### config.mk
export PLATFORM = sky130hd
export DESIGN_NAME = tfsm_cfg_regs
export DESIGN_NICKNAME = d
export VERILOG_FILES = /design/src/sv/trigger_frame_sync_matcher_assert.svh /design/src/sv/tfsm_pkg.sv /design/src/sv/tfsm_cfg_regs.sv
export SDC_FILE = /design/constraint.sdc
export NUM_CORES = 1
export LEC_CHECK = 0
export BUFFER_PORTS_ARGS = -buffer_cell sky130_fd_sc_hd__buf_4
export CORE_ASPECT_RATIO = 1.75
export CORE_MARGIN = 5
export CORE_UTILIZATION = 49
export CTS_CLUSTER_SIZE = 12
export DETAILED_ROUTE_END_ITERATION = 10
export HOLD_SLACK_MARGIN = 0.08
export PLACE_DENSITY_LB_ADDON = 0.08
export SLEW_MARGIN = 20
export SYNTH_ARGS = -nofsm -noshare
export SYNTH_HDL_FRONTEND = slang
export SYNTH_SLANG_ARGS = --single-unit
### constraint.sdc
create_clock -name clk -period 1.7 [get_ports clk]
set_input_delay 0.255 -clock clk [delete_from_list [all_inputs] [get_ports clk]]
set_output_delay 0.255 -clock clk [all_outputs]
set_load 0.05 [all_outputs]
### src/sv/trigger_frame_sync_matcher_assert.svh
// ---------------------------------------------------------------------------
// trigger frame sync matcher assertion macros
// implication checks on the block clock, disabled while rst_n is low
// ---------------------------------------------------------------------------
`ifndef TRIGGER_FRAME_SYNC_MATCHER_ASSERT_SVH
`define TRIGGER_FRAME_SYNC_MATCHER_ASSERT_SVH

`ifndef SYNTHESIS

// same-cycle implication
`define TFSM_ASSERT_IMP(label, ante, cons, msg) \
  label: assert property (@(posedge clk) disable iff (!rst_n) (ante) |-> (cons)) \
    else $error(msg);

// next-cycle implication
`define TFSM_ASSERT_NXT(label, ante, cons, msg) \
  label: assert property (@(posedge clk) disable iff (!rst_n) (ante) |=> (cons)) \
    else $error(msg);

`else

`define TFSM_ASSERT_IMP(label, ante, cons, msg)
`define TFSM_ASSERT_NXT(label, ante, cons, msg)

`endif

`endif

### src/sv/tfsm_pkg.sv
// ---------------------------------------------------------------------------
// tfsm_pkg
// shared types, codes and constants of the trigger frame sync matcher
// ---------------------------------------------------------------------------
package tfsm_pkg;

  localparam int QUEUE_DEPTH = 1024;
  localparam int QW          = $clog2(QUEUE_DEPTH);

  localparam int TIME_W  = 64;
  localparam int COUNT_W = 32;
  localparam int CFG_AW  = 4;
  localparam int CFG_DW  = 32;

  // result queue
  localparam int RQ_DEPTH = 4;
  localparam int RQ_AW    = $clog2(RQ_DEPTH);
  localparam int RQ_CW    = $clog2(RQ_DEPTH + 1);

  typedef enum logic [1:0] {
    REQ_TRIGGER = 2'd0,
    REQ_FRAME   = 2'd1,
    REQ_TICK    = 2'd2
  } req_t;

  typedef enum logic [3:0] {
    ST_STORED      = 4'd0,
    ST_DROP        = 4'd1,
    ST_TRIG_STAMP  = 4'd2,
    ST_OWN_STAMP   = 4'd3,
    ST_HELD        = 4'd4,
    ST_FAIL_COUNT  = 4'd5,
    ST_FAIL_FUTURE = 4'd6,
    ST_FAIL_OLD    = 4'd7,
    ST_FAIL_SYNC   = 4'd8,
    ST_ENABLE      = 4'd9,
    ST_IDLE        = 4'd10,
    ST_BUSY        = 4'd11
  } status_t;

  typedef enum logic [1:0] {
    REG_TRIGGER_MODE = 2'd0,
    REG_MAX_LATENCY  = 2'd1,
    REG_RESYNC       = 2'd2
  } reg_idx_t;

  typedef struct packed {
    logic              trigger_mode_on;
    logic [31:0]       max_latency_us;
    logic [31:0]       resync_timeout_us;
  } cfg_t;

  typedef struct packed {
    logic [TIME_W-1:0]  trig_time;
    logic [COUNT_W-1:0] trig_count;
  } entry_t;

  typedef struct packed {
    status_t           status;
    logic [TIME_W-1:0] stamp;
    logic              last;
  } result_t;

  function automatic logic [QW-1:0] next_index(input logic [QW-1:0] idx);
    if (idx == QW'(QUEUE_DEPTH - 1)) begin
      return '0;
    end
    return idx + QW'(1);
  endfunction

endpackage

### src/sv/tfsm_cfg_regs.sv
// ---------------------------------------------------------------------------
// tfsm_cfg_regs
// apb configuration registers: trigger mode, latency limit, resync timeout
// ---------------------------------------------------------------------------
module tfsm_cfg_regs import tfsm_pkg::*; (
  input  logic              clk,
  input  logic              rst_n,
  input  logic              psel,
  input  logic              penable,
  input  logic              pwrite,
  input  logic [CFG_AW-1:0] paddr,
  input  logic [CFG_DW-1:0] pwdata,
  output logic [CFG_DW-1:0] prdata,
  output logic              pready,
  output cfg_t              cfg
);

  cfg_t     cfg_r;
  cfg_t     cfg_nxt;
  logic     wr_en;
  reg_idx_t idx;

  assign pready = 1'b1;
  assign wr_en  = psel && penable && pwrite;
  assign idx    = reg_idx_t'(paddr[CFG_AW-1:2]);

  always_comb begin
    cfg_nxt = cfg_r;
    if (wr_en) begin
      unique case (idx)
        REG_TRIGGER_MODE: cfg_nxt.trigger_mode_on   = pwdata[0];
        REG_MAX_LATENCY:  cfg_nxt.max_latency_us    = pwdata;
        REG_RESYNC:       cfg_nxt.resync_timeout_us = pwdata;
        default: ;
      endcase
    end
  end

  always_comb begin
    unique case (idx)
      REG_TRIGGER_MODE: prdata = {{(CFG_DW-1){1'b0}}, cfg_r.trigger_mode_on};
      REG_MAX_LATENCY:  prdata = cfg_r.max_latency_us;
      REG_RESYNC:       prdata = cfg_r.resync_timeout_us;
      default:          prdata = '0;
    endcase
  end

  always_ff @(posedge clk) begin
    if (!rst_n) begin
      cfg_r.trigger_mode_on   <= 1'b0;
      cfg_r.max_latency_us    <= 32'd60000;
      cfg_r.resync_timeout_us <= 32'd1000000;
    end else begin
      cfg_r <= cfg_nxt;
    end
  end

  assign cfg = cfg_r;

endmodule

==> metrics.md <==
| Metric | Value |
|---|---|
| Startpoint Class | `input port` |
| Final min period | `between 1 and 1.5 ns` |
| Cts hold-fix bufs | `0` |
| PortBufs | `roughly 140` |
| Worst skew pair latency | `0.33 ns` |
| Ant diodes | `0` |
| CP arrival | `1.19 ns` |
| Status | `complete, no violations` |
| #FFs+latches synth | `65` |
| Pwr/cell area | `797 nW/um^2` |
| Setup TNS | `0 ns` |
| Simple-gate area share of the yosys netlist | `15.0%` |
| Final Cycle Share | `85.1%` |
| Fin. max-slew vios | `0` |
| Mapped Cells | `a little over 300` |
| Crit-path max cell delay | `0.25 ns` |
| Largest family of logic cells by synthesized area | `multiplexers` |
| CTS Sinks | `65` |
| Slowest CP cell | `buf_4` |
| FF-to-FF setup slack | `0.94 ns` |
| Xor/xnor share of the synthesized area | `0%` |
| Synth warn | `0` |
| Core area | `about 5800 um^2` |
| Antenna violations before repair | `0` |
| Max Root-Sink Buffers | `2` |
| Most frequent cells in the layout | `buf_4, nand2_1, dfxtp_1` |
| Post-synth net total | `349` |
| Post-synthesis instance area | `2870 um^2` |
| Final Hold Vio Count | `0` |
| H-tree depth | `3` |
| Final core occ | `a little under three quarters` |
| Fin Clk Skew | `0 ns` |
| Largest net degree at the start of global routing | `40` |
| Starting DRT DRC Count | `145` |
| Synthesis-to-layout area growth | `44.2%` |
| CP required | `about 1.4 ns` |
| Number of global-route vias before repair | `2580` |
| Setup CP Type | `input port to output pin` |
| Reg2reg path depth | `3` |
| Syn_area_per_cell | `9.33 um^2` |
| Seq/Total Area, Yosys | `45.3%` |
| Layout cells sized above 1 | `37.2%` |
| Critical Path, Cell by Cell | `buf_4 > nor2b_4 > buf_4 > a22o_1 > buf_4` |
| Crit path from | `paddr[2]` |
| Postcts setup bufs | `0` |
| Initial DRT Pass Iterations | `4` |
| Row cnt | `37` |
| Clock root cell | `clkbuf_8` |
| CTS tree | `built` |
| CP Capture Type | `output pin` |
| Starting Density | `49.7%` |
| DR vias | `2646` |
| Adder-Cell Fraction of Synth Area | `0%` |
| Total CTS buffers | `9` |
| DR vias/cell | `a little over 5` |
| DP HPWL | `5700 um` |
| DR DRC count | `0` |
| FILL cells | `492` |
| Gr usage total | `20.8%` |
| DIE AREA | `approximately 7600 um^2` |
| Max Cap Viol | `0` |
| Area occupied by registers | `1300 um^2` |
| Post-cts resize count | `0` |
| Multi-input logic area | `about 1400 um^2` |
| CP most frequent cell | `buf_4` |
| Critical R2R Capture | `cfg[38]` |
| Synth Area in Compound Gates | `14.1%` |
| ANT nets after route | `0` |
| Die height | `about 110 um` |
| Worst Hold Class | `input port to flip-flop` |
| Final RePlAce weighted congestion | `0.769` |
| Die W | `67.9 um` |
| WL per Instance | `14.9 um` |
| Fmax | `691 MHz` |
| Final setup violation count | `0` |
| Largest register FFs | `65` |
| Reg clk slew, reported paths | `0.06 ns` |
| First-pass GRT wire length | `12200 um` |
| Pleak | `between 0.0015 and 0.002 uW` |
| Worst vdd ir | `0.553 mV` |
| RSZ-0062 raised after global routing | `false` |
| GRT overflow | `0` |
| Critical R2R Launch | `cfg[38]` |
| Post-synthesis mux area share | `a little under a fifth` |
| Yosys cell types | `22` |
| Commonest non-fill, non-tap cell in the layout | `buf_4` |
| Crit-path max FO | `16` |
| NumNets Final | `between 400 and 500` |
| CP endpoint | `prdata[6]` |
| I/O pins | `139` |
| Routed WL | `7750 um` |
final cells by class:
class	count	area share [%]
well taps	78	2.35
clock inverters	3	0.966
inverters	8	0.724
repair buffers	146	27.3
flip-flops and latches	65	31.4
clock buffers	13	3.59
multi-input cells	208	33.6
per-layer routing:
layer,up-vias,track usage [%],wire length [um]
li1,1320,-,-
met1,1227,23.2,3070
met2,93,35.8,4010
met3,6,6.49,569
met4,0,7.97,102
met5,-,0,0
synth_stat cells, drive strengths merged:
master  count  share of area, %
nand2      81                11
dfxtp      65                45
mux2i      54                19
a22o       31               9.4
buf        19               4.7
clkbuf      8               1.0
inv         8               1.0
nor2b       8               1.7
o211ai      8               2.1
a21oi       6               1.0
nand3       5              0.87
o21ai       5              0.87
nand2b      4              0.87
and2        1              0.22
and3        1              0.22
conb        1              0.13
nor2        1              0.22
o311ai      1              0.30
o41ai       1              0.30
how the worst min path moves through the flow:
stage	to	depth (start not counted)	slack, ns	from
floorplan	cfg[64]	1	0.36	paddr[2]
global placement	cfg[13]	2	0.46	cfg[13]
detailed placement	cfg[63]	2	0.47	cfg[63]
CTS	cfg[64]	2	0.15	paddr[2]
global route	cfg[51]	3	0.17	pwdata[19]
finish	cfg[64]	2	0.17	paddr[2]
report_power, final:
part	switching, uW	leakage (uW)	internal (uW)	total [uW]
registers	17.4	0.000525	1540	1560
clock network	540	0.0000974	714	1250
logic	306	0.00134	180	486
per-stage QoR:
| step | hold WS (ns) | cell area, um^2 | cells | power, uW | worst slack (ns) |
|---|---|---|---|---|---|
| after floorplan | 0.357 | 2880 | 308 | 1900 | 0.178 |
| after global placement | 0.460 | 3960 | 505 | 2080 | 0.296 |
| after detailed placement | 0.468 | 3960 | 505 | 2080 | 0.269 |
| after CTS | 0.148 | 4150 | 521 | 3350 | 0.253 |
| after global routing | 0.170 | 4150 | 521 | 3450 | 0.208 |
| final | 0.174 | 4150 | 521 | 3300 | 0.253 |
worst max-delay path, delay by kind of cell:
| kind | cells | cell delay (ns) |
|---|---|---|
| and+or+nand+nor | 1 | 0.17 |
| AOI/OAI and AO/OA | 1 | 0.19 |
| buffers and inverters | 3 | 0.57 |
cells by family (layout without fill, tap and decap cells):
logic type / count (synthesis) / count (layout)
AO/OA/AOI/OAI: 52 / 52
buffers and inverters: 35 / 170
flip-flops: 65 / 65
multiplexers: 54 / 54
other: 1 / 1
AND/OR/NAND/NOR: 101 / 101
Power figures use the tool's default switching activity.
