$ cat src/sv/trigger_frame_sync_matcher_assert.svh
// ---------------------------------------------------------------------------
// trigger frame sync matcher assertion macros
// implication checks on the block clock, disabled while rst_n is low
// ---------------------------------------------------------------------------
`ifndef TRIGGER_FRAME_SYNC_MATCHER_ASSERT_SVH
`define TRIGGER_FRAME_SYNC_MATCHER_ASSERT_SVH

`ifndef SYNTHESIS

// same-cycle implication
`define TFSM_ASSERT_IMP(label, ante, cons, msg) \
  label: assert property (@(posedge clk) disable iff (!rst_n) (ante) |-> (cons)) \
    else $error(msg);

// next-cycle implication
`define TFSM_ASSERT_NXT(label, ante, cons, msg) \
  label: assert property (@(posedge clk) disable iff (!rst_n) (ante) |=> (cons)) \
    else $error(msg);

`else

`define TFSM_ASSERT_IMP(label, ante, cons, msg)
`define TFSM_ASSERT_NXT(label, ante, cons, msg)

`endif

`endif

$ cat src/sv/tfsm_pkg.sv
// ---------------------------------------------------------------------------
// tfsm_pkg
// shared types, codes and constants of the trigger frame sync matcher
// ---------------------------------------------------------------------------
package tfsm_pkg;

  localparam int QUEUE_DEPTH = 1024;
  localparam int QW          = $clog2(QUEUE_DEPTH);

  localparam int TIME_W  = 64;
  localparam int COUNT_W = 32;
  localparam int CFG_AW  = 4;
  localparam int CFG_DW  = 32;

  // result queue
  localparam int RQ_DEPTH = 4;
  localparam int RQ_AW    = $clog2(RQ_DEPTH);
  localparam int RQ_CW    = $clog2(RQ_DEPTH + 1);

  typedef enum logic [1:0] {
    REQ_TRIGGER = 2'd0,
    REQ_FRAME   = 2'd1,
    REQ_TICK    = 2'd2
  } req_t;

  typedef enum logic [3:0] {
    ST_STORED      = 4'd0,
    ST_DROP        = 4'd1,
    ST_TRIG_STAMP  = 4'd2,
    ST_OWN_STAMP   = 4'd3,
    ST_HELD        = 4'd4,
    ST_FAIL_COUNT  = 4'd5,
    ST_FAIL_FUTURE = 4'd6,
    ST_FAIL_OLD    = 4'd7,
    ST_FAIL_SYNC   = 4'd8,
    ST_ENABLE      = 4'd9,
    ST_IDLE        = 4'd10,
    ST_BUSY        = 4'd11
  } status_t;

  typedef enum logic [1:0] {
    REG_TRIGGER_MODE = 2'd0,
    REG_MAX_LATENCY  = 2'd1,
    REG_RESYNC       = 2'd2
  } reg_idx_t;

  typedef struct packed {
    logic              trigger_mode_on;
    logic [31:0]       max_latency_us;
    logic [31:0]       resync_timeout_us;
  } cfg_t;

  typedef struct packed {
    logic [TIME_W-1:0]  trig_time;
    logic [COUNT_W-1:0] trig_count;
  } entry_t;

  typedef struct packed {
    status_t           status;
    logic [TIME_W-1:0] stamp;
    logic              last;
  } result_t;

  function automatic logic [QW-1:0] next_index(input logic [QW-1:0] idx);
    if (idx == QW'(QUEUE_DEPTH - 1)) begin
      return '0;
    end
    return idx + QW'(1);
  endfunction

endpackage

$ cat src/sv/tfsm_result_q.sv
// ---------------------------------------------------------------------------
// tfsm_result_q
// small result queue, takes up to two results a cycle, hands out one unless out_stall is high
// ---------------------------------------------------------------------------
module tfsm_result_q import tfsm_pkg::*; (
  input  logic    clk,
  input  logic    rst_n,
  input  logic    push0,
  input  result_t data0,
  input  logic    push1,
  input  result_t data1,
  output logic    near_full,
  output logic    out_valid,
  input  logic    out_stall,
  output result_t out_data
);

  result_t          q_r [RQ_DEPTH];
  logic [RQ_AW-1:0] wp_r, wp_nxt;
  logic [RQ_AW-1:0] rp_r, rp_nxt;
  logic [RQ_CW-1:0] cnt_r, cnt_nxt;
  logic             pop;
  logic [RQ_CW-1:0] n_push;

  assign out_valid = (cnt_r != '0);
  assign out_data  = q_r[rp_r];
  assign pop       = out_valid && !out_stall;
  // room is kept for the two results an input may cause
  assign near_full = (cnt_r > RQ_CW'(RQ_DEPTH - 2));
  assign n_push    = RQ_CW'(push0) + RQ_CW'(push1);

  always_comb begin
    wp_nxt  = wp_r + RQ_AW'(n_push);
    rp_nxt  = rp_r + RQ_AW'(pop);
    cnt_nxt = cnt_r + n_push - RQ_CW'(pop);
  end

  always_ff @(posedge clk) begin
    if (push0) begin
      q_r[wp_r] <= data0;
    end
    if (push1) begin
      q_r[wp_r + RQ_AW'(1)] <= data1;
    end
  end

  always_ff @(posedge clk) begin
    if (!rst_n) begin
      wp_r  <= '0;
      rp_r  <= '0;
      cnt_r <= '0;
    end else begin
      wp_r  <= wp_nxt;
      rp_r  <= rp_nxt;
      cnt_r <= cnt_nxt;
    end
  end

endmodule

$ cat config.mk
export PLATFORM = sky130hd
export DESIGN_NAME = tfsm_result_q
export DESIGN_NICKNAME = d
export VERILOG_FILES = /design/src/sv/trigger_frame_sync_matcher_assert.svh /design/src/sv/tfsm_pkg.sv /design/src/sv/tfsm_result_q.sv
export SDC_FILE = /design/constraint.sdc
export NUM_CORES = 1
export LEC_CHECK = 0
export ABC_AREA = 1
export BUFFER_PORTS_ARGS = -buffer_cell sky130_fd_sc_hd__buf_2
export CAP_MARGIN = 20
export CORE_MARGIN = 3
export CORE_UTILIZATION = 39
export CTS_BUF_LIST = sky130_fd_sc_hd__clkbuf_4 sky130_fd_sc_hd__clkbuf_8
export DETAILED_ROUTE_END_ITERATION = 10
export PLACE_DENSITY = 0.55
export SLEW_MARGIN = 15
export SYNTH_ARGS = -nofsm -noshare
export SYNTH_HDL_FRONTEND = slang
export SYNTH_SLANG_ARGS = --single-unit
$ cat constraint.sdc
create_clock -name clk -period 16 [get_ports clk]
set_input_delay 1.6 -clock clk [delete_from_list [all_inputs] [get_ports clk]]
set_output_delay 1.6 -clock clk [all_outputs]
set_load 0.01 [all_outputs]
==> out/metrics.csv, run 1 <==
stage;metric;value;unit
critical_path;CP cell instances;buf_4 > a21oi_1 > o21ai_0 > nand2_1 > buf_2;
synth;Synth Area in Adders;0.668;%
detailed_routing;via/cell ratio;4.92;
final_layout;Sequential Area;8440;um^2
timing;setup violators final;0;
pwr;pwr dens;135;nW/um^2
pwr;P_leak;7.15;nW
synth;ys flop type;edfxtp_1;
floorplanning;Die X;197;um
clock_network;hold_buf cts;0;
critical_path;Slowest-stage cell, CP;buf_4;
synth;Yosys cell types;23;
timing;slew margin rel.;31.2;%
grt;largest net degree at the start of global routing;106;
critical_path;Worst path max stage delay;0.87;ns
pwr;VDD IR-drop max;0.0000602;V
placed_design;DP Area;15500;um^2
run_status;outcome;finished clean;
synth;Simple-Gate Fraction of Synth Area;11.7;%
grt;vias in the first global route;10400;
grt;first-pass GRT wire length;55.8;mm
synth;Synth area leaders;edfxtp_1 (58%), nand2_1 (11%), o21ai_0 (9.6%);
final_layout;Nets;1868;
detailed_routing;WL met2;17.5;mm
synth;Yosys Warn Count;0;
critical_path;CP Capture Type;primary output;
clock_network;H-tree Lvls;2;
grt;initial antenna violation count;6;
placed_design;number of port buffers;213;
job;Max-Cap Viols;0;
grt;Overall Global Routing Usage;18.2;%
timing;Slew @ Worst Pin;1.03;ns
timing;crit share post-route;27.8;%
synth;Post-Synth XOR/XNOR Area;0.0615;%
floorplanning;initial core utilization;39.9;%
floorplanning;Core Box Area;35700;um^2
clock_network;Clock Path Buffers;3;
critical_path;Crit Path Class;reg2out;
final_layout;Fillers;3422;
detailed_routing;ANT nets after route;0;
final_layout;multi-input logic area;4500;um^2
pwr;overall power;0.00222;W
clock_network;clk slew on worst S/H paths;0.06;ns
timing;f_max;0.225;GHz
placed_design;hpwl dp;21.2;mm
hold_path;worst hold path class;reg2reg;
clock_network;number of clock sinks;283;
detailed_routing;Metal-1 WL;15.2;mm
detailed_routing;metal3 WL;1.90;mm
floorplanning;IO Pins;214;
synth;Synth async-reset ratio;0;%
synth;synth cell count leaders;nand2_1 (425), edfxtp_1 (276), o21ai_0 (272), inv_1 (221), o21ai_1 (74);
placed_design;Placed Instances;2129;
synth;Yosys top cell by area;edfxtp_1;
timing;fin crit period;4.44;ns
detailed_routing;routed length per instance;16.1;um
critical_path;Worst Setup Start Kind;register;
floorplanning;Site Rows;69;
timing;setup TNS;0;ns
clock_network;clk root buf;clkbuf_8;
critical_path;crit-path leading delay family;buffers and inverters;
timing;Final Skew;0.0146;ns
synth;Post-Syn Nets;1696;
final_layout;share of cells above drive strength 1;17.8;%
floorplanning;die area;38900;um^2
synth;Synth Area in Compound Gates;18.5;%
detailed_routing;max layer used;met5;
synth;post-synthesis mux area share;0;%
clock_network;worst-skew pair later-pin latency;0.57;ns
final_layout;P&R area growth vs syn;15.2;%
detailed_routing;Via Count;10900;
floorplanning;chip height;197;um
synth;count leader, synth;nand2_1;
grt;grt ovf;0;
synth;Post-synth EDFFs;276;
synth;largest family of logic cells by synthesized area;compound AO/OA/AOI/OAI gates;
detailed_routing;initial DRC count;547;
placed_design;RePlAce Congestion;0.770;
clock_network;# resized after CTS;0;
detailed_routing;TritonRoute pass-1 iters;5;
timing;Fin. Hold Viols;0;
critical_path;WP buf/inv;2;
synth;Yosys reg bits;283;
final_layout;post-route cell area;16400;um^2
synth;Seq/Total Area, Yosys;59.2;%
synth;Synth Area per Inst;9.21;um^2
timing;RSZ-0062 raised after global routing;false;
clock_network;CTS Buf Count;48;
clock_network;postcts setup bufs;0;
critical_path;WP data required;14.40;ns
detailed_routing;Detailed Route WL;35.6;mm
synth;Synth top area share;58.2;%
clock_network;CTS tree;yes;
synth;Synth Instances;1546;
critical_path;CP max FO;105;
detailed_routing;residual DRC count;0;
critical_path;crit path DAT;2.84;ns
final_layout;Core Util, Final;45.9;%
synth;Mapped Area;14200;um^2
timing;fin. max-slew vios;0;
final_layout;non-filler cells, final;2216;
==> registers in the layout, indices dropped and copies added, names as in the netlist <==
signal  count
q_r       276
cnt_r       3
rp_r        2
wp_r        2
==> routing by layer <==
| layer | global-route usage [%] | up-vias |
|---|---|---|
| li1 | - | 5565 |
| met1 | 22.9 | 4985 |
| met2 | 31.5 | 282 |
| met3 | 3.29 | 65 |
| met4 | 6.44 | 6 |
| met5 | 0 | - |
==> cell usage in the layout, fill, tap and decap left out, drive strengths merged, types with 3 or more instances in the layout <==
master and n:
o211ai 69, o31ai 4, dfxtp 7, buf 227
inv 225, nand3 6, a21oi 72, clkbuf 66
diode 3, edfxtp 276, clkinv 15, o21ai 346
nand2 425, ha 6, nor2 4
==> final timing paths <==
path             from            to  slack [ns]  cells past startpoint
min reg2reg  cnt_r[0]      cnt_r[0]        0.57                      3
min          cnt_r[0]      cnt_r[0]        0.57                      3
max reg2reg   wp_r[0]    q_r[0][44]       13.04                      3
max           rp_r[0]  out_data[60]       11.56                      5
==> kinds of logic (layout without fill, tap and decap cells) <==
family / count (synthesis) / after routing
DFF: 283 / 283
adders and majority gates: 7 / 7
other: 0 / 3
xor gates and xnor gates: 1 / 1
AOI/OAI and AO/OA: 491 / 491
and+or+nand+nor: 436 / 436
buffers and inverters: 328 / 534
==> final cells by class <==
class                      instances  area share, %
sequential                       283           51.4
timing repair buffer             227           7.18
antenna                            3         0.0457
clock buffer                      66           4.85
multi-input combinational        935           27.4
clock inverter                    18          0.534
tap                              461           3.51
inverter                         223           5.10
==> worst min-delay path: cells and delay by family, from the launching register on <==
family | cells | cell delay, ns
AND/OR/NAND/NOR | 1 | 0.05
flip-flops | 1 | 0.33
adder cells (fa/ha/maj) | 1 | 0.13
buffers and inverters | 1 | 0.04
==> stage by stage <==
stage	hold slack, ns	setup slack, ns
final	0.574	11.56
after global routing	0.635	11.27
after CTS	0.580	11.50
after detailed placement	0.562	11.82
after global placement	0.548	11.70
after floorplan	0.536	8.65
==> power by group <==
group	switching, W	total, W	internal, W
registers	0.0000534	0.000984	0.000930
logic	0.000421	0.000629	0.000208
clock network	0.000284	0.000605	0.000321
total	0.000759	0.00222	0.00146
Power figures use the tool's default switching activity.
==> inputs of run 2 (changes only) <==
PLACE_DENSITY = 0.57   (was 0.55)
clock period = 3.56 ns   (was 16 ns; I/O delays follow)
==> out/metrics.csv, run 2 (synthesis results as in run 1) <==
stage;metric;value;unit;change
pwr;P_sw;0.00348;W;+360%
clock_network;CTS Buf Count;49;;+2.1%
timing;Fin. Hold Viols;0;;unchanged
detailed_routing;Detailed Route WL;36.4;mm;+2.1%
critical_path;WP data required;3.20;ns;-11.20 ns
detailed_routing;routed length per instance;16.4;um;+1.8%
timing;fin. max-slew vios;0;;unchanged
timing;fin crit period;2.65;ns;
floorplanning;IO Pins;214;;unchanged
placed_design;Placed Instances;2133;;+0.19%
final_layout;non-filler cells, final;2223;;+0.32%
critical_path;crit path DAT;2.29;ns;-0.55 ns
pwr;switching share of power;34.3;%;+0.13 points
job;Max-Cap Viols;0;;unchanged
clock_network;CTS tree;yes;;
placed_design;RePlAce Congestion;0.738;;-4.1%
floorplanning;Die X;197;um;unchanged
critical_path;Worst Setup Start Kind;register;;
floorplanning;Site Rows;69;;unchanged
pwr;pwr dens;612;nW/um^2;+350%
grt;grt ovf;0;;unchanged
grt;Overall Global Routing Usage;18.6;%;+0.48 points
grt;first-pass GRT wire length;57.2;mm;+2.5%
placed_design;hpwl dp;21.3;mm;+0.51%
hold_path;HP Start;data0[14];;
timing;slew margin rel.;38.0;%;+6.8 points
timing;setup ws final;0.909;ns;-10.65 ns
floorplanning;initial core utilization;39.9;%;unchanged
critical_path;CP cell instances;buf_12 > a21oi_1 > o21ai_0 > nand2_1 > buf_2;;
grt;largest net degree at the start of global routing;139;;+31%
critical_path;Crit Path Class;reg2out;;
pwr;P_leak;7.22;nW;+0.90%
detailed_routing;residual DRC count;0;;unchanged
detailed_routing;TritonRoute pass-1 iters;5;;unchanged
clock_network;worst-skew pair later-pin latency;0.59;ns;+0.02 ns
critical_path;crit-path leading delay family;flip-flops;;
critical_path;worst reg2reg path startpoint;wp_r[0];;
detailed_routing;WL met2;17.8;mm;+1.6%
final_layout;share of cells above drive strength 1;17.9;%;+0.19 points
pwr;P_int;0.00665;W;+360%
floorplanning;chip height;197;um;unchanged
hold_path;Hold EP;q_r[2][14];;
detailed_routing;max layer used;met5;;
final_layout;P&R area growth vs syn;16.2;%;
final_layout;Fillers;3418;;-0.12%
hold_path;worst hold path class;in2reg;;
pwr;combinational share of power;29.2;%;+0.8 points
timing;setup violators final;0;;unchanged
timing;Slew @ Worst Pin;0.930;ns;-0.102 ns
critical_path;CP Capture Type;primary output;;
detailed_routing;Metal-1 WL;15.6;mm;+2.3%
pwr;Clk pwr share;27.8;%;+0.5 points
detailed_routing;via/cell ratio;5.00;;+1.7%
clock_network;number of clock sinks;283;;unchanged
critical_path;R2R setup slack;1.00;ns;-12.04 ns
floorplanning;die area;38900;um^2;unchanged
floorplanning;Core Box Area;35700;um^2;unchanged
final_layout;Top Registers;q_r (276), cnt_r (3);;
placed_design;number of port buffers;213;;unchanged
critical_path;WP buf/inv;2;;unchanged
pwr;VDD IR-drop max;0.000337;V;+460%
grt;vias in the first global route;10800;;+3.5%
detailed_routing;metal3 WL;2.17;mm;+14%
critical_path;reg2reg end;q_r[2][2];;
timing;f_max;0.377;GHz;
clock_network;H-tree Lvls;2;;unchanged
final_layout;commonest non-fill, non-tap cell in the layout;nand2_1;;
final_layout;number of flip-flops in the largest register;276;;unchanged
final_layout;Nets;1874;;+0.32%
timing;RSZ-0062 raised after global routing;false;;
detailed_routing;ANT nets after route;0;;unchanged
clock_network;Clock Path Buffers;3;;unchanged
critical_path;Slowest-stage cell, CP;dfxtp_4;;
run_status;outcome;finished clean;;
timing;Final Skew;0.0240;ns;+0.00946 ns
critical_path;Worst path max stage delay;0.75;ns;-0.12 ns
hold_path;hold path depth;3;;unchanged
detailed_routing;initial DRC count;701;;+28%
clock_network;clk slew on worst S/H paths;0.06;ns;about the same
final_layout;Core Util, Final;46.3;%;+0.37 points
critical_path;reg2reg path depth;3;;unchanged
clock_network;clk root buf;clkbuf_8;;
final_layout;largest reg by FF count;q_r;;
final_layout;most frequent cells in the layout;nand2_1 (425), edfxtp_1 (276), o21ai_0 (272);;
detailed_routing;Via Count;11100;;+2.0%
pwr;Reg power frac;43.0;%;-1.3 points
timing;crit share post-route;74.5;%;
clock_network;postcts setup bufs;0;;unchanged
critical_path;CP max FO;100;;-4.8%
clock_network;# resized after CTS;0;;unchanged
placed_design;dpl ws;0.974;ns;-10.85 ns
grt;initial antenna violation count;4;;-2
## run 2: cell types whose count changed in the layout (fill, tap and decap cells not counted)
| cell | before | now |
|---|---|---|
| clkbuf_8 | 48 | 50 |
| buf_8 | 1 | 0 |
| clkinvlp_4 | 1 | 0 |
| diode_2 | 3 | 1 |
| buf_4 | 13 | 12 |
| dlygate4sd3_1 | 0 | 1 |
| buf_12 | 0 | 6 |
| clkinv_1 | 12 | 15 |
## run 2: what timing repair did
action	CTS	global route
hold buffers	1	0
hold endpoints to repair	3	0
endpoints found under the setup margin	0	0
## run 2: power groups by stage
stage               Combinational, W  Clock [W]  Sequential (W)
floorplan                    0.00200          0         0.00435
global placement             0.00298          0         0.00442
detailed placement           0.00302          0         0.00443
CTS                          0.00303    0.00289         0.00436
global route                 0.00336    0.00305         0.00440
finish                       0.00296    0.00281         0.00436
## run 2: stage by stage
step	setup TNS [ns]	area, um^2	total power [W]	hold slack, ns
finish	0	16500	0.0101	0.0871
global route	0	16500	0.0108	0.0740
CTS	0	16500	0.0103	0.0413
detailed placement	0	15600	0.00745	0.538
global placement	0	15600	0.00739	0.530
floorplan	-138.44	14300	0.00635	0.449
## run 2: tightest hold or removal path, cell delays in order
cell and delay (ns):
buf_2 0.11, nand2_1 0.05, o21ai_0 0.05
## run 2: worst max-delay path by stage
stage | to | slack [ns] | start | cells past startpoint
after floorplan | q_r[3][0] | -0.54 | wp_r[1] | 2
after global placement | q_r[2][19] | 1.04 | wp_r[1] | 4
after detailed placement | q_r[2][30] | 0.97 | wp_r[0] | 3
after CTS | out_data[26] | 0.84 | rp_r[0] | 5
after global routing | out_data[26] | 0.71 | rp_r[0] | 5
final | out_data[40] | 0.91 | rp_r[0] | 5
## run 2: metal layers
metal / up-vias / GRT usage [%]
met5: - / 0
met4: 8 / 5.78
met3: 62 / 3.65
met2: 286 / 32.3
met1: 5185 / 23.7
li1: 5581 / -
## run 2: area by class of cell
| cell class | count | area [um^2] | area share (%) |
|---|---|---|---|
| sequential | 283 | 8440 | 51.0 |
| tap | 461 | 577 | 3.49 |
| inverter | 223 | 837 | 5.06 |
| antenna | 1 | 2.50 | 0.0151 |
| timing repair buffer | 232 | 1290 | 7.77 |
| multi-input combinational | 935 | 4500 | 27.2 |
| clock buffer | 68 | 823 | 4.97 |
| clock inverter | 20 | 91.3 | 0.552 |
==> inputs of run 3 (changes only) <==
clock period = 2.2 ns   (was 3.56 ns; I/O delays follow)
==> out/metrics.csv, run 3 (synthesis results as in run 1) <==
stage;metric;value;unit;change
run_status;outcome;finished clean;;
floorplanning;Site Rows;69;;unchanged
critical_path;WP data required;1.98;ns;-1.22 ns
final_layout;largest reg by FF count;q_r;;
final_layout;commonest non-fill, non-tap cell in the layout;nand2_1;;
placed_design;hpwl dp;21.4;mm;+0.30%
pwr;Clk pwr share;26.5;%;-1.3 points
floorplanning;Core Box Area;35700;um^2;unchanged
clock_network;worst-skew pair later-pin latency;0.56;ns;-0.03 ns
critical_path;crit path DAT;1.84;ns;-0.45 ns
timing;fin. max-slew vios;0;;unchanged
grt;Overall Global Routing Usage;18.8;%;+0.14 points
pwr;P_int;0.0111;W;+67%
placed_design;dpl ws;0.192;ns;-0.782 ns
grt;largest net degree at the start of global routing;139;;unchanged
grt;vias in the first global route;11200;;+3.5%
detailed_routing;TritonRoute pass-1 iters;7;;+2
timing;crit share post-route;93.6;%;
clock_network;CTS tree;yes;;
pwr;switching share of power;33.9;%;-0.46 points
critical_path;reg2reg path depth;6;;+3
critical_path;CP max FO;59;;-41%
pwr;P_sw;0.00569;W;+64%
floorplanning;Die X;197;um;unchanged
pwr;Reg power frac;41.4;%;-1.6 points
clock_network;clk slew on worst S/H paths;0.06;ns;about the same
critical_path;WP buf/inv;2;;unchanged
pwr;pwr dens;947;nW/um^2;+55%
pwr;P_leak;7.72;nW;+6.9%
critical_path;Worst Setup Start Kind;register;;
placed_design;number of port buffers;213;;unchanged
clock_network;H-tree Lvls;2;;unchanged
grt;initial antenna violation count;2;;-2
detailed_routing;via/cell ratio;4.92;;-1.7%
detailed_routing;routed length per instance;15.9;um;-2.7%
floorplanning;initial core utilization;39.9;%;unchanged
detailed_routing;Via Count;11400;;+2.9%
final_layout;Sequential Area;8440;um^2;about the same
placed_design;RePlAce Congestion;0.775;;+5.1%
critical_path;Slowest-stage cell, CP;dfxtp_4;;
critical_path;crit-path leading delay family;flip-flops;;
timing;setup ws final;0.141;ns;-0.768 ns
clock_network;Clock Path Buffers;3;;unchanged
detailed_routing;initial DRC count;571;;-19%
final_layout;multi-input logic area;4500;um^2;unchanged
final_layout;number of flip-flops in the largest register;276;;unchanged
timing;Fin. Hold Viols;0;;unchanged
final_layout;Fillers;3343;;-2.2%
detailed_routing;Detailed Route WL;37.1;mm;+1.8%
floorplanning;die area;38900;um^2;unchanged
critical_path;Worst path depth;5;;unchanged
final_layout;share of cells above drive strength 1;17.8;%;-0.19 points
floorplanning;chip height;197;um;unchanged
timing;Final Skew;0.0219;ns;-0.00219 ns
pwr;combinational share of power;32.1;%;+2.9 points
pwr;VDD IR-drop max;0.000462;V;+37%
critical_path;R2R setup slack;0.22;ns;-0.78 ns
timing;f_max;0.486;GHz;
timing;RSZ-0062 raised after global routing;false;;
pwr;overall power;0.0168;W;+66%
critical_path;Worst path max stage delay;0.49;ns;-0.26 ns
clock_network;number of clock sinks;283;;unchanged
final_layout;Nets;1976;;+5.4%
grt;first-pass GRT wire length;58.1;mm;+1.6%
final_layout;Core Util, Final;49.6;%;+3.3 points
hold_path;worst hold path class;in2reg;;
critical_path;CP Capture Type;primary output;;
critical_path;CP cell instances;buf_16 > a21oi_1 > o21ai_0 > nand2_1 > buf_2;;
timing;slew margin rel.;55.2;%;+17 points
floorplanning;IO Pins;214;;unchanged
job;Max-Cap Viols;0;;unchanged
timing;Slew @ Worst Pin;0.671;ns;-0.259 ns
detailed_routing;ANT nets after route;0;;unchanged
final_layout;Top Registers;q_r (276), cnt_r (3);;
clock_network;clk root buf;clkbuf_8;;
critical_path;Crit Path Class;reg2out;;
clock_network;CTS Buf Count;48;;-2.0%
final_layout;most frequent cells in the layout;nand2_1 (425), edfxtp_1 (276), o21ai_0 (272);;
timing;setup violators final;0;;unchanged
hold_path;hold path depth;3;;unchanged
timing;fin crit period;2.06;ns;
final_layout;P&R area growth vs syn;24.6;%;
timing;setup TNS;0;ns;unchanged
detailed_routing;residual DRC count;0;;unchanged
grt;grt ovf;0;;unchanged
[run 3: cell types whose count changed in the layout (fill, tap and decap cells not counted), sizes merged, moves of 2 or more]
cell | previous run | this run
dlygate4sd3 | 1 | 92
buf | 231 | 241
clkinvlp | 0 | 2
inv | 225 | 223
[run 3: cell type report]
type	count	share of cell area (%)
clock inverter	21	0.522
sequential	283	47.6
multi-input combinational	935	25.3
antenna	2	0.0282
clock buffer	67	4.56
timing repair buffer	335	14.0
inverter	223	4.75
tap	461	3.25
[run 3: power by group through the flow]
| stage | sequential (W) | clock [W] | combinational [W] |
|---|---|---|---|
| 2_1_floorplan | 0.00702 | 0 | 0.00326 |
| 3_3_place_gp | 0.00707 | 0 | 0.00504 |
| 4_1_cts | 0.00697 | 0.00459 | 0.00538 |
| 5_1_grt | 0.00702 | 0.00482 | 0.00607 |
| 6_report | 0.00696 | 0.00445 | 0.00539 |
| 3_5_place_dp | 0.00709 | 0 | 0.00510 |
[run 3: per-layer routing]
layer | GRT usage (%) | vias to the layer above | part of all wire (%)
li1 | - | 5784 | -
met1 | 23.7 | 5306 | 44
met2 | 33.2 | 284 | 49
met3 | 2.75 | 75 | 4.9
met4 | 6.52 | 0 | 3.0
met5 | 0 | - | 0
[run 3: timing repair]
item                       CTS  global route
hold endpoints to repair   276             0
buffers inserted             2             1
cloned                       1             1
resized for setup            0             3
setup endpoints to repair    1            29
hold buffers                92             0
[run 3: metrics by stage]
stage | hold slack (ns) | std cells | area (um^2)
floorplan | 0.313 | 1546 | 14300
global placement | 0.483 | 2140 | 15800
detailed placement | 0.498 | 2140 | 15800
CTS | 0.000530 | 2323 | 17700
global route | 0.0229 | 2327 | 17700
finish | 0.0372 | 2327 | 17700
[run 3: tightest hold or removal path: cells and delay by family]
family / cells / cell delay [ns]
AO/OA/AOI/OAI: 1 / 0.13
buffers and inverters: 2 / 0.13
[run 3: final timing paths]
path / start / end
worst max-delay path: rp_r[1] / out_data[27]
worst min-delay path: data1[29] / q_r[0][29]
worst max register to register: wp_r[1] / q_r[2][8]
worst min register to register: cnt_r[0] / cnt_r[0]
